`src/design/resampling_kernel_weight_fixed_top_defines.svh`:
```
// assertion macros for the resampling kernel weight block
`ifndef RESAMPLING_KERNEL_WEIGHT_FIXED_TOP_DEFINES_SVH
`define RESAMPLING_KERNEL_WEIGHT_FIXED_TOP_DEFINES_SVH

// same-cycle implication, sampled on clk, off during reset
`define RKW_ASSERT_NOW(label, ante, cons, msg) \
    label: assert property (@(posedge clk) disable iff (!rst_n) (ante) |-> (cons)) \
        else $error(msg);

// next-cycle implication, sampled on clk, off during reset
`define RKW_ASSERT_NEXT(label, ante, cons, msg) \
    label: assert property (@(posedge clk) disable iff (!rst_n) (ante) |=> (cons)) \
        else $error(msg);

`endif

```
`src/design/rkw_pkg.sv`:
```
// types and constants of the resampling kernel weight block
package rkw_pkg;

    // kernel selection codes
    typedef enum logic [1:0] {
        KM_BOX      = 2'd0,
        KM_BILINEAR = 2'd1,
        KM_HERMITE  = 2'd2,
        KM_BICUBIC  = 2'd3
    } kmode_t;

    // register indexes
    localparam logic CFG_KERNEL_MODE    = 1'b0;
    localparam logic CFG_BOX_HALF_WIDTH = 1'b1;

    // register reset values
    localparam kmode_t      KMODE_RESET = KM_BICUBIC;
    localparam logic [14:0] BOX_HW_RESET = 15'd128;

    // field widths
    localparam int DIST_W   = 16;
    localparam int WEIGHT_W = 9;
    localparam int CFG_W    = 15;

    // support limits in .8 units
    localparam logic [16:0] INNER_LIMIT = 17'd256;
    localparam logic [16:0] OUTER_LIMIT = 17'd512;

    // linear terms of the cubics
    localparam logic signed [11:0] HERM_LIN_OFF = 12'sd768;   // 3 * 256
    localparam logic signed [11:0] BIC_LIN_OFF  = 12'sd1280;  // 5 * 256
    localparam logic [10:0]        BIC_OUTER_C  = 11'd1280;   // 5 * 256
    localparam logic signed [19:0] BIC_LOBE_OFF = 20'sd262144; // 4 * 256 * 256

    // .24 constants and rounding
    localparam logic signed [29:0] ONE_24   = 30'sd16777216;  // 256 << 16
    localparam logic signed [29:0] TWO_24   = 30'sd33554432;  // 2 * 256 << 16
    localparam logic signed [29:0] RND_HALF = 30'sd32768;     // 0x8000

    // byte-scale knee
    localparam logic signed [13:0] BYTE_KNEE = 14'sd128;
    localparam logic [8:0]         FULL_W    = 9'd255;

endpackage

```
`src/design/resampling_kernel_weight_fixed_top.sv`:
```
// resampling kernel weight generator, four-stage pipeline
//
//  port group  | direction | handshake           | payload
//  ------------+-----------+---------------------+------------------------------
//  input       | in        | in_valid / in_stall | distance (16 bit signed, .8)
//  output      | out       | out_valid/out_stall | weight (9 bit signed)
//  config      | in        | cfg_we              | cfg_index, cfg_data
//
// one beat per cycle sustained while out_stall is low; each beat passes the
// stages in order (abs and box/tent, first product, second product, round)
// the two multiplier stages set the depth; each stage holds only while the
// stage after it is full and held, so in_stall rises only when every stage
// holds a beat and out_stall is high
// reset clears the stage valid bits and loads kernel_mode 3, box_half_width 128

`include "resampling_kernel_weight_fixed_top_defines.svh"

module resampling_kernel_weight_fixed_top (
    input  logic                               clk,
    input  logic                               rst_n,
    input  logic                               in_valid,
    output logic                               in_stall,
    input  logic signed [rkw_pkg::DIST_W-1:0]  distance,
    output logic                               out_valid,
    input  logic                               out_stall,
    output logic signed [rkw_pkg::WEIGHT_W-1:0] weight,
    input  logic                               cfg_we,
    input  logic                               cfg_index,
    input  logic        [rkw_pkg::CFG_W-1:0]   cfg_data
);

    // configuration registers
    rkw_pkg::kmode_t kernel_mode_reg;
    logic [14:0]     box_half_width_reg;

    // stage valid bits
    logic v1_reg, v2_reg, v3_reg, v4_reg;
    logic ready1, ready2, ready3, ready4;
    logic pipe_full;

    // stage 1 payload
    rkw_pkg::kmode_t s1_mode_reg;
    logic [8:0]      s1_a_reg;
    logic            s1_inner_reg;
    logic            s1_outer_reg;
    logic [8:0]      s1_simple_reg;

    // stage 2 payload
    rkw_pkg::kmode_t   s2_mode_reg;
    logic [8:0]        s2_a_reg;
    logic              s2_inner_reg;
    logic              s2_outer_reg;
    logic [8:0]        s2_simple_reg;
    logic [18:0]       s2_p1_reg;
    logic signed [11:0] s2_g_reg;

    // stage 3 payload
    rkw_pkg::kmode_t    s3_mode_reg;
    logic               s3_inner_reg;
    logic               s3_outer_reg;
    logic [8:0]         s3_simple_reg;
    logic signed [29:0] s3_p2_reg;

    // output register
    logic signed [8:0] weight_reg;

    // stage 1 combinational
    logic signed [16:0] d_ext;
    logic signed [16:0] h_ext;
    logic [16:0]        a_full;
    logic [8:0]         a_next;
    logic               inner_next;
    logic               outer_next;
    logic               box_in;
    logic [8:0]         bil_w;
    logic [8:0]         simple_next;

    // stage 2 combinational
    logic [10:0]        f_next;
    logic [19:0]        p1_prod;
    logic [11:0]        lin_u;
    logic signed [11:0] g_next;

    // stage 3 combinational
    logic signed [19:0] x_op;
    logic [18:0]        y_op;
    logic signed [38:0] p2_prod;

    // stage 4 combinational
    logic signed [29:0] p2_adj;
    logic signed [29:0] p2_half;
    logic signed [29:0] p2_sel;
    logic signed [29:0] v24;
    logic signed [13:0] r8;
    logic signed [13:0] w14;
    logic signed [8:0]  weight_next;

    // stall chain, each stage moves when the one ahead frees up
    assign ready4   = !v4_reg || !out_stall;
    assign ready3   = !v3_reg || ready4;
    assign ready2   = !v2_reg || ready3;
    assign ready1   = !v1_reg || ready2;
    assign in_stall = !ready1;

    // every stage holds a beat
    assign pipe_full = v1_reg && v2_reg && v3_reg && v4_reg;

    assign out_valid = v4_reg;
    assign weight    = weight_reg;

    // configuration writes
    always_ff @(posedge clk or negedge rst_n)
    begin
        if (!rst_n)
        begin
            kernel_mode_reg    <= rkw_pkg::KMODE_RESET;
            box_half_width_reg <= rkw_pkg::BOX_HW_RESET;
        end
        else if (cfg_we)
        begin
            unique case (cfg_index)
                rkw_pkg::CFG_KERNEL_MODE:
                    kernel_mode_reg <= rkw_pkg::kmode_t'(cfg_data[1:0]);
                rkw_pkg::CFG_BOX_HALF_WIDTH:
                    box_half_width_reg <= cfg_data;
                default:
                    kernel_mode_reg <= kernel_mode_reg;
            endcase
        end
    end

    // valid bits
    always_ff @(posedge clk or negedge rst_n)
    begin
        if (!rst_n)
        begin
            v1_reg <= 1'b0;
            v2_reg <= 1'b0;
            v3_reg <= 1'b0;
            v4_reg <= 1'b0;
        end
        else
        begin
            if (ready1)
            begin
                v1_reg <= in_valid;
            end
            if (ready2)
            begin
                v2_reg <= v1_reg;
            end
            if (ready3)
            begin
                v3_reg <= v2_reg;
            end
            if (ready4)
            begin
                v4_reg <= v3_reg;
            end
        end
    end

    // stage 1: magnitude, support flags, box and tent weights
    always_comb
    begin
        d_ext      = {distance[15], distance};
        h_ext      = $signed({2'b00, box_half_width_reg});
        a_full     = distance[15] ? 17'(-d_ext) : 17'(d_ext);
        a_next     = a_full[8:0];
        inner_next = (a_full < rkw_pkg::INNER_LIMIT);
        outer_next = !inner_next && (a_full < rkw_pkg::OUTER_LIMIT);
        box_in     = (d_ext >= -h_ext) && (d_ext < h_ext);
        if (!inner_next)
        begin
            bil_w = 9'd0;
        end
        else if (a_next[7])
        begin
            bil_w = 9'd256 - a_next;
        end
        else
        begin
            bil_w = 9'd255 - a_next;
        end
        if (kernel_mode_reg == rkw_pkg::KM_BOX)
        begin
            simple_next = box_in ? rkw_pkg::FULL_W : 9'd0;
        end
        else
        begin
            simple_next = bil_w;
        end
    end

    // stage 2: first product and linear coefficient
    always_comb
    begin
        f_next  = s1_outer_reg ? 11'(rkw_pkg::BIC_OUTER_C - {2'b00, s1_a_reg})
                               : {2'b00, s1_a_reg};
        p1_prod = {9'b0, f_next} * {11'b0, s1_a_reg};
        if (s1_mode_reg == rkw_pkg::KM_HERMITE)
        begin
            lin_u  = {2'b00, s1_a_reg, 1'b0};
            g_next = $signed(lin_u) - rkw_pkg::HERM_LIN_OFF;
        end
        else
        begin
            lin_u  = {2'b00, s1_a_reg, 1'b0} + {3'b000, s1_a_reg};
            g_next = $signed(lin_u) - rkw_pkg::BIC_LIN_OFF;
        end
    end

    // stage 3: second product
    always_comb
    begin
        if (s2_outer_reg)
        begin
            x_op = $signed({2'b00, s2_p1_reg[18:1]}) - rkw_pkg::BIC_LOBE_OFF;
            y_op = {10'b0, s2_a_reg};
        end
        else
        begin
            x_op = {{8{s2_g_reg[11]}}, s2_g_reg};
            y_op = s2_p1_reg;
        end
        p2_prod = x_op * $signed({1'b0, y_op});
    end

    // stage 4: halve toward zero, offset, round to .8, byte scale
    always_comb
    begin
        p2_adj  = s3_p2_reg + $signed({29'b0, s3_p2_reg[29]});
        p2_half = p2_adj >>> 1;
        p2_sel  = ((s3_mode_reg == rkw_pkg::KM_BICUBIC) && s3_inner_reg) ? p2_half
                                                                         : s3_p2_reg;
        v24     = p2_sel + (s3_outer_reg ? rkw_pkg::TWO_24 : rkw_pkg::ONE_24)
                + rkw_pkg::RND_HALF;
        r8      = v24[29:16];
        w14     = (r8 >= rkw_pkg::BYTE_KNEE) ? r8 - 14'sd1 : r8;
        unique case (s3_mode_reg) inside
            rkw_pkg::KM_BOX, rkw_pkg::KM_BILINEAR:
                weight_next = $signed(s3_simple_reg);
            rkw_pkg::KM_HERMITE:
                weight_next = s3_inner_reg ? w14[8:0] : 9'sd0;
            rkw_pkg::KM_BICUBIC:
                weight_next = (s3_inner_reg || s3_outer_reg) ? w14[8:0] : 9'sd0;
            default:
                weight_next = 9'sd0;
        endcase
    end

    // payload registers
    always_ff @(posedge clk)
    begin
        if (ready1 && in_valid)
        begin
            s1_mode_reg   <= kernel_mode_reg;
            s1_a_reg      <= a_next;
            s1_inner_reg  <= inner_next;
            s1_outer_reg  <= outer_next;
            s1_simple_reg <= simple_next;
        end
        if (ready2 && v1_reg)
        begin
            s2_mode_reg   <= s1_mode_reg;
            s2_a_reg      <= s1_a_reg;
            s2_inner_reg  <= s1_inner_reg;
            s2_outer_reg  <= s1_outer_reg;
            s2_simple_reg <= s1_simple_reg;
            s2_p1_reg     <= p1_prod[18:0];
            s2_g_reg      <= g_next;
        end
        if (ready3 && v2_reg)
        begin
            s3_mode_reg   <= s2_mode_reg;
            s3_inner_reg  <= s2_inner_reg;
            s3_outer_reg  <= s2_outer_reg;
            s3_simple_reg <= s2_simple_reg;
            s3_p2_reg     <= p2_prod[29:0];
        end
        if (ready4 && v3_reg)
        begin
            weight_reg <= weight_next;
        end
    end

    // checks
    `RKW_ASSERT_NOW(a_stall_full, in_stall, pipe_full && out_stall, "in_stall with a free stage")
    `RKW_ASSERT_NEXT(a_stage_moves, v3_reg && ready4, out_valid, "beat lost at output")
    `RKW_ASSERT_NOW(a_weight_range, out_valid, weight >= -9'sd32, "weight below lobe minimum")
    `RKW_ASSERT_NOW(a_support_flags, v1_reg, !(s1_inner_reg && s1_outer_reg), "both flags set")

endmodule
```
`config.mk`:
```
export PLATFORM = sky130hd
export DESIGN_NAME = resampling_kernel_weight_fixed_top
export DESIGN_NICKNAME = d
export VERILOG_FILES = /design/src/design/rkw_pkg.sv /design/src/design/resampling_kernel_weight_fixed_top.sv
export VERILOG_INCLUDE_DIRS = /design/src /design/src/design
export SDC_FILE = /design/constraint.sdc
export NUM_CORES = 1
export LEC_CHECK = 0
export ABC_CLOCK_PERIOD_IN_PS = 23500
export BUFFER_PORTS_ARGS = -buffer_cell sky130_fd_sc_hd__buf_2
export CAP_MARGIN = 20
export CORE_MARGIN = 2
export CORE_UTILIZATION = 50
export CTS_BUF_LIST = sky130_fd_sc_hd__clkbuf_16
export CTS_CLUSTER_SIZE = 8
export DETAILED_ROUTE_END_ITERATION = 16
export GPL_ROUTABILITY_DRIVEN = 1
export MAX_ROUTING_LAYER = met4
export PLACE_DENSITY_LB_ADDON = 0.05
export SETUP_SLACK_MARGIN = 0.05
export SLEW_MARGIN = 20
export SYNTH_ARGS = -nofsm -noshare
export SYNTH_HDL_FRONTEND = slang
export SYNTH_SLANG_ARGS = --single-unit
```
`constraint.sdc`:
```
create_clock -name clk -period 23.5 [get_ports clk]
set_input_delay 1.175 -clock clk [delete_from_list [all_inputs] [get_ports clk]]
set_output_delay 1.175 -clock clk [all_outputs]
set_load 0.01 [all_outputs]
```
==> results of run 1 <==
## layout make-up
class | instances | area [um2] | share of cell area, %
Multi-Input combinational cell | 1666 | 16130 | 67.33
Clock inverter | 15 | 142.6 | 0.5955
Timing Repair Buffer | 67 | 385.4 | 1.609
Tap cell | 592 | 740.7 | 3.093
Antenna cell | 1 | 2.502 | 0.01045
Clock buffer | 17 | 425.4 | 1.776
Inverter | 484 | 1817 | 7.585
Sequential cell | 147 | 4313 | 18.01
## worst max-delay path: cells and delay by family (launching register included)
| family | cells | cell delay (ps) |
|---|---|---|
| compound gates | 6 | 2230 |
| buf+inv | 5 | 680 |
| flops | 1 | 320 |
| simple gates | 6 | 1260 |
| xor+xnor | 1 | 100 |
| fa+ha+maj | 8 | 3490 |
## worst paths after layout
kind                                  start                endpoint  slack (ps)  cells after the start
setup reg to reg               s2_outer_reg           s3_p2_reg[29]       15130                     26
setup / recovery               s2_outer_reg           s3_p2_reg[29]       15130                     26
hold / removal             s2_simple_reg[2]        s3_simple_reg[2]         420                      0
max in group asynchronous             rst_n      kernel_mode_reg[0]       22460                      1
hold reg to reg            s2_simple_reg[2]        s3_simple_reg[2]         420                      0
min in group asynchronous             rst_n  box_half_width_reg[14]         680                      1
## cell usage after synthesis, types with 18 or more instances
master and number:
a21oi_1 65, and2_1 88, nor3_1 27, nand4_1 26, a21o_1 28, nand2_1 234
mux2_2 21, nand2b_1 26, edfxtp_1 126, nor2_1 174, xnor2_1 84, clkbuf_1 72
nand3_1 33, mux2i_1 20, fa_1 360, nor2b_1 35, inv_1 481, xor2_1 26
ha_1 190, o21ai_0 42, dfrtp_1 18
## metal layers
layer	vias up	GRT usage [%]	wire [um]
met5	-	-	0
met4	0	5.023	842
met3	64	3.832	2354
met2	300	40.40	25590
met1	7899	34.55	25360
li1	7527	-	-
## layout by cell type (no fill, tap or decap), drive strengths merged, types with 21 or more instances in the layout
| cell | instances |
|---|---|
| o21ai | 47 |
| a21oi | 69 |
| inv | 490 |
| xnor2 | 84 |
| nand4 | 26 |
| nor2b | 35 |
| buf | 67 |
| nor2 | 174 |
| ha | 190 |
| nand2 | 235 |
| mux2 | 21 |
| xor2 | 26 |
| fa | 360 |
| and2 | 88 |
| nand3 | 34 |
| nand2b | 26 |
| nor3 | 28 |
| a21o | 28 |
| edfxtp | 126 |
## stage by stage
step	hold WS (ps)	utilization, %	setup slack, ps	std cells
after CTS	419.6	54.02	14840	2988
after detailed placement	404.5	52.74	14860	2956
after floorplan	400.3	-	15420	2375
final	418.7	54.05	15130	2989
after global placement	401.5	52.73	15090	2956
after global routing	429.5	54.04	14620	2988
## cell families (layout without fill, tap and decap cells)
group                      Yosys count  count (layout)  share of synthesized area [%]
other                                1               2                        0.01665
AOI/OAI and AO/OA                  249             249                          7.427
buffers and inverters              562             583                          9.377
and+or+nand+nor                    715             715                          15.27
xor gates and xnor gates           110             110                          4.277
muxes                               41              41                          1.939
DFF                                147             147                          19.15
adders and majority gates          550             550                          42.55
==> impl_metrics.env, run 1 <==
export IMPL_die_x_um=216.2
export IMPL_ys_ff_latch=147
export IMPL_max_cap_violations=0
export IMPL_yosysTopAreaCell="fa_1"
export IMPL_hold_buffers=0
export IMPL_slowest_delay_ps=680
export IMPL_avgSynthCellArea_um2=9.484
export IMPL_via_count=15790
export IMPL_ant_nets=0
export IMPL_grt_remaining_overflow=0
export IMPL_synth_edf_count=126
export IMPL_path_max_fanout=53
export IMPL_hold_path_class="reg -> reg"
export IMPL_ys_flop_type="edfxtp_1"
export IMPL_yosys_top_cells_area="fa_1 32%, edfxtp_1 17%, ha_1 11%, inv_1 8.0%, nand2_1 3.9%"
export IMPL_dieArea_um2=46760
export IMPL_slew_viol_final=0
export IMPL_syn_cell_area_um2=22520
export IMPL_crit_top_cell="fa_1"
export IMPL_async_flop_share_pct=14.29
export IMPL_cts_buffers=17
export IMPL_finalSetupViolations=0
export IMPL_cp_arrival_ps=8550
export IMPL_synth_top_area_share_pct=32.00
export IMPL_htree_levels=4
export IMPL_drive_gt1_share_pct=6.886
export IMPL_place_area_um2=23370
export IMPL_fin_setup_tns_ps=0
export IMPL_antenna_found_initial=0
export IMPL_n_fill_cell=4114
export IMPL_hpwlAfterDp_um=44470
export IMPL_ios=48
export IMPL_yosys_warnings=0
export IMPL_slew_headroom_pct=26.71
export IMPL_cts_tree="yes"
export IMPL_syn_nets=2962
export IMPL_cts_root_buf="clkbuf_16"
export IMPL_layout_min_cycle_time_ps=8373
export IMPL_die_h_um=216.2
export IMPL_wl_per_cell_um=18.12
export IMPL_required_ps=23680
export IMPL_dr_first_iter_drc_count=846
export IMPL_clock_skew_ps=12.26
export IMPL_fin_nets=2970
export IMPL_grt_max_degree=54
export IMPL_portBuffers=47
export IMPL_crit_path_start_kind="flip-flop"
export IMPL_synth_seq_area_share_pct=19.15
export IMPL_hold_violations=0
export IMPL_status="finished clean"
export IMPL_cts_buffer_depth=2
export IMPL_synthCells=2375
export IMPL_cts_resized=0
export IMPL_clk_pin_slew_ps=60
export IMPL_rsz0062_at_grt="no"
export IMPL_critPathSlowestCell="a21oi_1"
export IMPL_fmax_mhz=119.4
export IMPL_areaGrowthSynthToFinish_pct=6.338
export IMPL_gp_congestion=0.8987
export IMPL_fin_crit_sh_pct=35.63
export IMPL_routed_wl_um=54150
export IMPL_drc=0
export IMPL_clock_latency_ps=450
export IMPL_worstMarginPinSlew_ps=1097
export IMPL_cts_setup_buffers=0
export IMPL_crit_type="reg -> reg"
export IMPL_final_area_um2=23950
export IMPL_ys_types=79
export IMPL_start_util_pct=50.82
export IMPL_cts_sinks=147
export IMPL_largest_reg_flops=30
export IMPL_grt_use_total_pct=25.27
export IMPL_drt_pass1_iter_count=5
export IMPL_rows=77
export IMPL_end_kind="flip-flop"
export IMPL_viasPerCell=5.283
export IMPL_grt_pass1_wl_um=90070
export IMPL_core_um2=44320
export IMPL_grt_pass1_vias=16835
Power of run 1 is not shown: default switching activity piles up to over one toggle a cycle in this logic, so the estimate is an artifact.
==> inputs of run 2 (changes only) <==
- ABC_AREA: not set -> 1
- ABC_CLOCK_PERIOD_IN_PS: 23500 -> 6860
- clock period: 23.5 -> 6.86 ns (I/O delays scaled with it)
==> run 2 against run 1 <==
Effect of this change: non-clock buffer count increased by 169; utilization rose by 3.7 points; highest routed layer unchanged; routed wire length grew 8.9%; via count is 12% higher; critical endpoint unchanged; register-to-register slack lost 15000 ps; critical path depth fell by 2; critical path type unchanged; sequential cell count unchanged; global-route usage rose by 2.1 points.
==> impl_metrics.env, run 2 <==
export IMPL_status="finished clean"
export IMPL_crit_path_start_kind="flip-flop"
export IMPL_fin_nets=3510
export IMPL_multi_input_area_um2=16180
export IMPL_reg2reg_depth=24
export IMPL_synth_seq_area_share_pct=18.97
export IMPL_fin_crit_sh_pct=98.50
export IMPL_syn_cell_area_um2=22730
export IMPL_cts_buffers=17
export IMPL_ys_types=53
export IMPL_crit_chain="buf_12, buf_4, o21ai_2, buf_4, nor2_1, fa_1, fa_1, inv_1, fa_1, inv_1, fa_1, fa_1, fa_1, fa_1, ha_1, nand2_2, nor4_2, buf_4, nand4_1, o211ai_1, a21oi_1, nor2_1, nor2_1, xor2_1"
export IMPL_drive_gt1_share_pct=14.82
export IMPL_slowest_delay_ps=580
export IMPL_cp_arrival_ps=6970
export IMPL_fmax_mhz=148.0
export IMPL_synth_top_area_share_pct=31.71
export IMPL_place_area_um2=24940
export IMPL_dieArea_um2=47180
export IMPL_drc=0
export IMPL_crit_cells=24
export IMPL_ys_ff_latch=147
export IMPL_required_ps=7070
export IMPL_ant_nets=0
export IMPL_cp_num_buf_inv=6
export IMPL_n_fill_cell=4216
export IMPL_die_x_um=217.2
export IMPL_final_common_cell="inv_1"
export IMPL_route_met3_wl_um=2577
export IMPL_via_count=17732
export IMPL_fin_cells=3536
export IMPL_finalSetupViolations=0
export IMPL_grt_use_total_pct=27.41
export IMPL_n_antenna_cell=0
export IMPL_dr_first_iter_drc_count=985
export IMPL_ios=48
export IMPL_crit_top_cell="fa_1"
export IMPL_yosysMostFrequentCell="inv_1"
export IMPL_rows=78
export IMPL_grt_pass1_vias=18669
export IMPL_hpwlAfterDp_um=50520
export IMPL_syn_nets=3301
export IMPL_clock_latency_ps=460
export IMPL_highest_layer="met4"
export IMPL_worstMarginPinSlew_ps=1034
export IMPL_async_flop_share_pct=14.29
export IMPL_final_cell_mix="638 x inv_1, 520 x nand2_1, 353 x fa_1, 285 x nor2_1"
export IMPL_wl_met2_um=28190
export IMPL_wl_met1_um=27200
export IMPL_wl_per_cell_um=16.68
export IMPL_cts_buffer_depth=2
export IMPL_yosys_warnings=0
export IMPL_dp_cells=3496
export IMPL_worstSetupStartpoint="s2_outer_reg"
export IMPL_endpoint="s3_p2_reg[29]"
export IMPL_hold_path_class="in -> reg"
export IMPL_htree_levels=4
export IMPL_yosysTopAreaCell="fa_1"
export IMPL_cts_root_buf="clkbuf_16"
export IMPL_gp_congestion=0.9654
export IMPL_crit_type="reg -> reg"
export IMPL_clock_skew_ps=12.24
export IMPL_ys_flop_type="edfxtp_1"
export IMPL_synthCells=2714
export IMPL_r2r_start="s2_outer_reg"
export IMPL_cpLargestDelayFamily="adder cells"
export IMPL_path_max_fanout=15
export IMPL_final_area_um2=26030
export IMPL_slew_headroom_pct=30.98
export IMPL_start_util_pct=50.41
export IMPL_rsz0062_at_grt="yes"
export IMPL_core_um2=45090
export IMPL_avgSynthCellArea_um2=8.375
export IMPL_critPathSlowestCell="fa_1"
export IMPL_cts_tree="yes"
export IMPL_clk_pin_slew_ps=70
export IMPL_grt_remaining_overflow=0
export IMPL_viasPerCell=5.015
export IMPL_cts_sinks=147
export IMPL_end_kind="flip-flop"
export IMPL_yosys_top_cells_area="fa_1 32%, edfxtp_1 17%, inv_1 11%, ha_1 10%, nand2_1 8.7%"
export IMPL_portBuffers=47
export IMPL_largest_reg_flops=30
export IMPL_drt_pass1_iter_count=5
export IMPL_antenna_found_initial=0
export IMPL_slew_viol_final=0
export IMPL_synth_commonest_cells="648 x inv_1, 528 x nand2_1, 360 x fa_1"
export IMPL_grt_max_degree=53
export IMPL_hold_violations=0
export IMPL_max_cap_violations=0
export IMPL_die_h_um=217.2
export IMPL_register_area_um2=4313
export IMPL_synth_edf_count=126
export IMPL_r2r_end="s3_p2_reg[29]"
export IMPL_areaGrowthSynthToFinish_pct=14.52
export IMPL_r2r_slack_ps=100
export IMPL_routed_wl_um=58980
export IMPL_layout_min_cycle_time_ps=6757
export IMPL_grt_pass1_wl_um=97560
-- run 2: metal layers --
metal	track usage, %	vias up
met5	-	-
met4	6.279	0
met3	3.242	61
met2	44.63	397
met1	36.97	8690
li1	-	8584
-- run 2: worst min-delay path by stage --
stage | start | to | cells past startpoint
final | out_stall | out_valid | 3
after global routing | out_stall | out_valid | 3
after floorplan | rst_n | box_half_width_reg[0] | 0
after CTS | out_stall | out_valid | 3
after detailed placement | rst_n | box_half_width_reg[5] | 1
after global placement | rst_n | box_half_width_reg[5] | 1
-- run 2: layout make-up --
class	instances	share of cell area, %
inverters	662	9.647
well taps	600	2.884
multi-input cells	1859	62.15
clock inverters	15	0.6152
flip-flops and latches	147	16.57
clock buffers	17	1.634
repair buffers	236	6.498
-- run 2: worst min-delay path: stages --
cell,delay (ps)
buf_2,90
nand2_1,50
nand2_1,50
-- run 2: what timing repair did --
action | CTS | global route
hold buffers | 1 | 0
setup endpoints to repair | 10 | 12
endpoints found under the hold margin | 18 | 0
pin swaps | 2 | 17
cloned | 0 | 0
setup buffers | 0 | 7
resized for setup | 25 | 91
-- run 2: stage by stage --
step / hold slack [ps] / setup TNS, ps / util [%] / setup WS [ps]
after floorplan: 47.41 / 0 / - / 53.29
after global placement: 333.3 / -19.79 / 55.31 / -7.844
after detailed placement: 353.6 / -543.6 / 55.31 / -135.0
after CTS: 73.57 / 0 / 56.78 / 54.64
after global routing: 86.99 / -529.6 / 57.73 / -139.8
final: 105.1 / 0 / 57.73 / 102.6
-- run 2: kinds of logic after synthesis --
group                      Yosys count  share of synthesized area [%]
AOI/OAI and AO/OA                  216                          5.218
buffers and inverters              708                          11.75
other                                1                        0.01650
xor gates and xnor gates           100                          3.936
and+or+nand+nor                    992                          17.94
adders and majority gates          550                          42.16
DFF                                147                          18.97
Power of run 2 is left out for the same reason.
